$ cat src/sv/hpte_pkg.sv
// ----------------------------------------------------------------------------
// hpte_pkg: shared constants of the hashed page table engine
// Table geometry defaults, tag layout constants, request and outcome codes.
// ----------------------------------------------------------------------------
package hpte_pkg;

  // table geometry
  localparam int GROUPS_DEF = 1024;
  localparam int WAYS       = 8;

  // tag layout
  localparam int PIDBITS   = 21;
  localparam int COLBITS   = 2;
  localparam int COLOR_LSB = PIDBITS - COLBITS + 3 + 7;
  localparam logic [15:0] HASH_MASK = 16'hffff;

  // purge count saturates here
  localparam logic [13:0] COUNT_MAX = 14'h3fff;

  // request types
  localparam logic REQ_INSERT = 1'b0;
  localparam logic REQ_PURGE  = 1'b1;

  // result outcome codes
  localparam logic [1:0] OUT_MATCH = 2'd0;
  localparam logic [1:0] OUT_FREE  = 2'd1;
  localparam logic [1:0] OUT_EVICT = 2'd2;
  localparam logic [1:0] OUT_PURGE = 2'd3;

endpackage

$ cat src/sv/hpte_hash.sv
// ----------------------------------------------------------------------------
// hpte_hash: group hash and tag word of an insert request
// Builds the virtual segment id, the masked group hash and the valid tag.
// ----------------------------------------------------------------------------
module hpte_hash (
  input  logic [hpte_pkg::PIDBITS-1:0] space_id,
  input  logic [31:0]                  virt_addr,
  input  logic [9:0]                   group_mask,
  output logic [9:0]                   hash,
  output logic [31:0]                  tag
);
  import hpte_pkg::*;

  logic [23:0] vsid;
  logic [23:0] hash_full;

  // segment id: pid shifted by three, OR'd with the top address nibble
  assign vsid = {space_id, 3'b000} | {20'd0, virt_addr[31:28]};

  // hash over the page number bits, then the group mask
  assign hash_full = vsid ^ {8'd0, virt_addr[27:12] & HASH_MASK};
  assign hash      = hash_full[9:0] & group_mask;

  // valid bit, segment id, abbreviated page index
  assign tag = {1'b1, vsid, 1'b0, virt_addr[27:22]};

endmodule

$ cat config.mk
export PLATFORM = sky130hd
export DESIGN_NAME = hpte_hash
export DESIGN_NICKNAME = d
export VERILOG_FILES = /design/src/sv/hpte_pkg.sv /design/src/sv/hpte_hash.sv
export SDC_FILE = /design/constraint.sdc
export NUM_CORES = 1
export LEC_CHECK = 0
export ABC_AREA = 1
export BUFFER_PORTS_ARGS = -buffer_cell sky130_fd_sc_hd__clkbuf_2
export CORE_MARGIN = 10
export CORE_UTILIZATION = 20
export DETAILED_ROUTE_END_ITERATION = 8
export GPL_TIMING_DRIVEN = 0
export PLACE_DENSITY = 0.78
export REMOVE_ABC_BUFFERS = 1
export SYNTH_ARGS = -nofsm -noshare
export SYNTH_HDL_FRONTEND = slang
export SYNTH_SLANG_ARGS = --single-unit
$ cat constraint.sdc
create_clock -name vclk -period 0.8
set_input_delay 0.08 -clock vclk [all_inputs]
set_output_delay 0.08 -clock vclk [all_outputs]
set_load 0.05 [all_outputs]
---- Word level (Yosys, flattened, before mapping) ----
Cells that the tools add are included.
W data, S select, Z words.
word-level totals
  output and inout bits ................... 42
  bits in registers ....................... 0
  logic and storage cells ................. 3
  bits of input ports ..................... 63
cells by class
  bitwise operators ....................... 3
operators by type and width
  cell              number
  $or A24 B4 Y24    1
  $and A10 B10 Y10  1
  $xor A10 B10 Y10  1

---- Logic depth before layout (Yosys ltp) ----
Gate-level depths: netlist of run 1.
  depth in word-level cells ............... 3
  gate-level depth with buffers ........... 4
  depth with buffers taken out ............ 4

---- Worst setup path before layout of run 1 ----
OpenSTA, ideal clock, no wires.
  path type ............................... input port to output port
  start point ............................. in virt_addr[28]
  end point ............................... out hash[0]
  data arrival time ....................... 0.812 ns
  path buffers ............................ 0
  required time ........................... 0.720 ns
  path slack .............................. -0.092 ns
  cell stages on the path ................. 3
  cells stage by stage .................... nand2_1 > nand2_1 > nor2_1
on the way
  word-level cells in the longest chain between the ends .. 3
RTL lines
  element           line             source
  start, declared   hpte_hash.sv:7   input logic [31:0] virt_addr,
  $or A24 B4 Y24    hpte_hash.sv:18  assign vsid = {space_id, 3'b000} | {20'd0, virt_addr[31:28]};
  $xor A10 B10 Y10  hpte_hash.sv:21  assign hash_full = vsid ^ {8'd0, virt_addr[27:12] & HASH_MASK};
  $and A10 B10 Y10  hpte_hash.sv:22  assign hash = hash_full[9:0] & group_mask;
  end, declared     hpte_hash.sv:9   output logic [9:0] hash,
No other way between the ends.

---- Final worst setup path of run 1 ----
  start point ............................. in virt_addr[31]
  end point ............................... out hash[3]
Same word-level chain as after synthesis.

==> results.ini, run 1 <==
[run_status]
status=finished clean

[drt]
drt-total-wl_um=1540
post-route-drc-count=0
drt-initial-drc-count=7
drt-vias-per-instance=3.81
vias=469
routedWlPerCell_um=12.5
route.antenna.remaining_nets=0
first_pass_iters=2

[cells_and_area]
fin_nets=161
fraction_of_layout_cells_with_a_size_suffix_above_1=0.583
seqCellArea_um2=0
clkbuf_count=0
flow.area_growth_from_synthesis_pct=14.0
seq_cells=0
utilization=0.241
diode_count=0
fill_cells=227

[critical_path]
cp_data_required_time_ns=0.72
critPathMaxStageDelay_ns=0.23
cp_slowest_cell=clkbuf_4
cp.arrival_ns=0.66
start_kind=primary input
worst-path-max-fanout=3
critical-path-top-cell-by-count=nor2_2
critPathCaptureType=output pin
worstPathCellList=clkbuf_2, nor2_4, nor2_2, nor2_2, clkbuf_4
crit_type=in2out

[yosys]
yosys.area_share.xor_xnor=0
synth_top_family_by_area=buffers and inverters
post_synth_adder_cell_area=0
syn_inst=76
synth_area_per_cell_um2=5.52
synth_area_leaders=buf_4 (56%), nand2_1 (16%), nor2_1 (16%)
synth_common_cells=buf_4 (31), nand2_1 (18), nor2_1 (18)
synthMostInstantiatedCell=buf_4
synth.area.mux_share=0
yosysUniqueCellTypes=8
yosysWarningCount=0
synth_compound_area_frac=0
synth_simple_gate_area_frac=0.409
synth_largest_type_area_fraction=0.555
synth_top_area_cell=buf_4
synth_seq_area_share=0
synthesis.area_um2=419

[grt]
antenna_found_initial=0
via_count_of_the_first_global_routing_pass=477
grt_pass1_wl_um=2210
overflow_left_after_global_routing=0
grt_start_max_net_pins=4
groute.usage.overall=0.0625

[timing]
setup_viol_count_final=0
finalWorstSetupSlack_ns=0.0605
final-hold-violation-count=0
timing.hold.ws_ns=0.160
fin_crit_sh=0.924
layout_min_cycle_time_ns=0.740
finalMaxSlewViolations=0
fmaxAchievable_mhz=1350
grt_setup_unrepaired=no

[min_path]
hold_depth=0
worst_hold_path_type=in2out

[place]
detailed_place_hpwl_um=1440
io_buffer_count=51
detailedPlace.worstSlack_ns=-0.000244
gpl.final_weighted_congestion=0.706

[power_and_ir_drop]
power.ir.vdd_worst_mv=0.302
p_per_cell_area_nw_per_um2=954
power_w=0.000456
power.static_leakage_nw=0.328

[die]
initial_utilization=0.211
die_area_um2=4330
horizontal_die_dimension_um=65.8
ios=105
rows=16
fp.dieH_um=65.8
floorplan.core_area_um2=1980

[clock_tree]
hold_fix_buffers_at_cts=0

[flow_run]
maxCapViolations=0

## where the power goes
group,total (W),switching [W],internal (W)
sequential,0,0,0
combinational,0.000456,0.000332,0.000124
clock,0,0,0
## per-layer routing
layer | routed length [µm] | share of wire | global-route usage
met1 | 393 | 0.25 | 0.0408
met3 | 540 | 0.35 | 0.115
met5 | 0 | 0 | 0
met4 | 0 | 0 | 0
met2 | 608 | 0.39 | 0.0870
## area by class of cell
| type | count | area, µm² | area share |
|---|---|---|---|
| repair buffers | 51 | 258 | 0.539 |
| multi-input cells | 43 | 179 | 0.374 |
| well taps | 27 | 33.8 | 0.0707 |
| inverters | 2 | 7.51 | 0.0157 |
## stage by stage
step | TNS [ns] | area (µm²) | cells
2_1_floorplan | -0.826 | 186 | 45
3_3_place_gp | 0 | 475 | 123
3_5_place_dp | -0.000244 | 475 | 123
4_1_cts | 0 | 475 | 123
5_1_grt | 0 | 478 | 123
6_report | 0 | 478 | 123
## final timing paths
path	slack, ns	end	start
max	0.06	hash[3]	virt_addr[31]
min	0.16	tag[2]	virt_addr[24]
## worst max-delay path: cells and delay by family
kind / cells / cell delay (ns)
buf+inv: 2 / 0.33
simple gates: 3 / 0.25
## layout by cell type, fill, tap and decap left out
| cell type | synthesis | final |
|---|---|---|
| clkbuf_2 | 0 | 47 |
| nor2_1 | 18 | 18 |
| nand2_1 | 18 | 18 |
| buf_2 | 0 | 3 |
| inv_1 | 2 | 2 |
| nor2_2 | 2 | 2 |
| nand2_2 | 2 | 2 |
| conb_1 | 2 | 2 |
| nor2_4 | 1 | 1 |
| clkbuf_4 | 0 | 1 |
## cells by family after synthesis
group | count (synthesis)
AND/OR/NAND/NOR | 41
other | 2
buffers and inverters | 33
## repair_timing
| item | in CTS | in global routing |
|---|---|---|
| endpoints found under the setup margin | 0 | 4 |
| buffers inserted | 0 | 0 |
| resized for setup | 0 | 5 |
No activity file was read; power rests on OpenSTA's default activity.
==> run 2, diff against run 1 <==
--- a/config.mk
+++ b/config.mk
@@ -5,13 +5,12 @@
 export SDC_FILE = /design/constraint.sdc
 export NUM_CORES = 1
 export LEC_CHECK = 0
-export ABC_AREA = 1
 export BUFFER_PORTS_ARGS = -buffer_cell sky130_fd_sc_hd__clkbuf_2
 export CORE_MARGIN = 10
 export CORE_UTILIZATION = 20
 export DETAILED_ROUTE_END_ITERATION = 8
 export GPL_TIMING_DRIVEN = 0
-export PLACE_DENSITY = 0.78
+export PLACE_DENSITY = 0.8
 export REMOVE_ABC_BUFFERS = 1
 export SYNTH_ARGS = -nofsm -noshare
 export SYNTH_HDL_FRONTEND = slang
==> run 2 against run 1 <==
Compared with the run above: the run now ends with setup timing left; utilization rose by 2.2 points; hold slack barely moved; sequential cell count unchanged; synthesized cell count shrank 28%; critical endpoint unchanged; first-iteration DRC count decreased by 86%; area after synthesis shrank 4.8%; sequential share of layout area stayed put; final cell count is 17% lower; wire length about the same; die area shrank 3.3%; clock-buffer cell count unchanged.
==> results.ini, run 2 <==
[timing]
layout_min_cycle_time_ns=0.912
final-hold-violation-count=0
fin_crit_sh=1.14
fmaxAchievable_mhz=1100
finalMaxSlewViolations=0
timing.hold.ws_ns=0.160
grt_setup_unrepaired=yes
setup_viol_count_final=1
finalWorstSetupSlack_ns=-0.112

[cells_and_area]
seq_cells=0
fill_cells=225
most_common_cell_after_layout_fill_and_taps_aside=clkbuf_2
flow.area_growth_from_synthesis_pct=26.6
diode_count=0
fin_nets=140
clkbuf_count=0
post_route_cell_area_um2=505
most-common-layout-cells=clkbuf_2 (40), xor2_1 (9), and2_1 (9), buf_6 (3), buf_2 (3)
seqCellArea_um2=0
post_layout_nonfiller_instances=102
fraction_of_layout_cells_with_a_size_suffix_above_1=0.693

[min_path]
min-delay-start=space_id[8]
hold_depth=0
worst_hold_path_type=in2out

[yosys]
yosysUniqueCellTypes=8
syn_inst=55
synth_area_per_cell_um2=7.26
synth_common_cells=buf_4 (31), and2_1 (9), xor2_1 (9), conb_1 (2)
synth_top_area_cell=buf_4
yosysWarningCount=0
synthesis.area_um2=399
synth_largest_type_area_fraction=0.583
synth_seq_area_share=0
synthMostInstantiatedCell=buf_4
synth_area_leaders=buf_4 (58%), xor2_1 (20%), and2_1 (14%)

[drt]
first_pass_iters=2
drt-initial-drc-count=1
drt-total-wl_um=1540
vias=386
routedWlPerCell_um=15.1
route.antenna.remaining_nets=0
post-route-drc-count=0
drt-vias-per-instance=3.78

[power_and_ir_drop]
power.ir.vdd_worst_mv=0.293
swShare=0.665
p_per_cell_area_nw_per_um2=1000
seq_power_share=0
p_comb_frac=1.000
clock_power_share=0
internal_cell_power_w=0.000170
p_sw_w=0.000336
power.static_leakage_nw=0.305

[grt]
via_count_of_the_first_global_routing_pass=464
grt_pass1_wl_um=2160
groute.usage.overall=0.0641
grt_start_max_net_pins=4
overflow_left_after_global_routing=0
antenna_found_initial=0

[critical_path]
worstPathCellList=buf_6, or3_1, and3_4, buf_8
start_kind=primary input
cp.arrival_ns=0.83
cp_slowest_cell=or3_1
critPathCaptureType=output pin
critPathMaxStageDelay_ns=0.35
cp_data_required_time_ns=0.72
worst-path-max-fanout=3
crit_type=in2out
critPathLaunch=virt_addr[31]

[place]
placedCellCount=102
gpl.final_weighted_congestion=0.677
detailed_place_hpwl_um=1420
io_buffer_count=51
detailedPlace.worstSlack_ns=-0.199
detailed_place.area_um2=455

[run_status]
violations=setup timing
status=complete, but fails checks

[clock_tree]
hold_fix_buffers_at_cts=0

[flow_run]
maxCapViolations=0

[die]
ios=105
floorplan.core_area_um2=1920
horizontal_die_dimension_um=64.7
rows=16
die_area_um2=4180
fp.dieH_um=64.7
initial_utilization=0.208

[run 2: cell types whose count changed in the layout (fill, tap and decap cells not counted), sizes merged, moves of 5 or more]
cell / delta
nor2: -21
nand2: -20
and2: +9
xor2: +9
buf: +5
clkbuf: -5
[run 2: repair_timing]
item | CTS | global route
pin swaps | 2 | 1
buffers inserted | 0 | 0
gates cloned | 0 | 0
resized for setup | 7 | 15
endpoints found under the setup margin | 5 | 8
[run 2: cells by family (layout without fill, tap and decap cells)]
| group | after synthesis | count (layout) | share of synthesized area |
|---|---|---|---|
| xor+xnor | 9 | 9 | 0.198 |
| buf+inv | 31 | 51 | 0.583 |
| compound gates | 1 | 1 | 0.0125 |
| other cells | 2 | 2 | 0.0188 |
| simple gates | 12 | 12 | 0.188 |
[run 2: worst paths after layout]
check / end
setup / recovery: hash[3]
hold / removal: tag[18]
[run 2: worst max-delay path: cells and delay by family]
family	cells	cell delay (ns)
buffers and inverters	2	0.23
and+or+nand+nor	2	0.51
[run 2: power by group through the flow]
stage / logic (W) / registers, W / clock network (W)
2_1_floorplan: 0.000228 / 0 / 0
3_3_place_gp: 0.000466 / 0 / 0
3_5_place_dp: 0.000470 / 0 / 0
4_1_cts: 0.000489 / 0 / 0
5_1_grt: 0.000537 / 0 / 0
6_report: 0.000506 / 0 / 0
[run 2: per-layer routing]
| layer | track usage | wire [µm] | vias to the layer above | part of all wire |
|---|---|---|---|---|
| met2 | 0.0800 | 584 | 64 | 0.38 |
| met3 | 0.105 | 481 | 2 | 0.31 |
| met1 | 0.0500 | 433 | 142 | 0.28 |
| li1 | - | - | 176 | - |
| met4 | 0 | 0 | 2 | 0 |
| met5 | 0.0875 | 42 | - | 0.027 |
[run 2: layout make-up]
cell class	instances	area, µm²	share of cell area
multi-input combinational	24	171	0.339
tap	27	33.8	0.0668
timing repair buffer	51	300	0.594
[run 2: metrics by stage]
step	TNS (ns)	total power [W]	util
after floorplan	-0.0387	0.000228	-
after global placement	-0.244	0.000466	0.237
after detailed placement	-0.269	0.000470	0.237
after CTS	-0.116	0.000489	0.250
after global routing	-0.135	0.000537	0.263
final	-0.112	0.000506	0.263
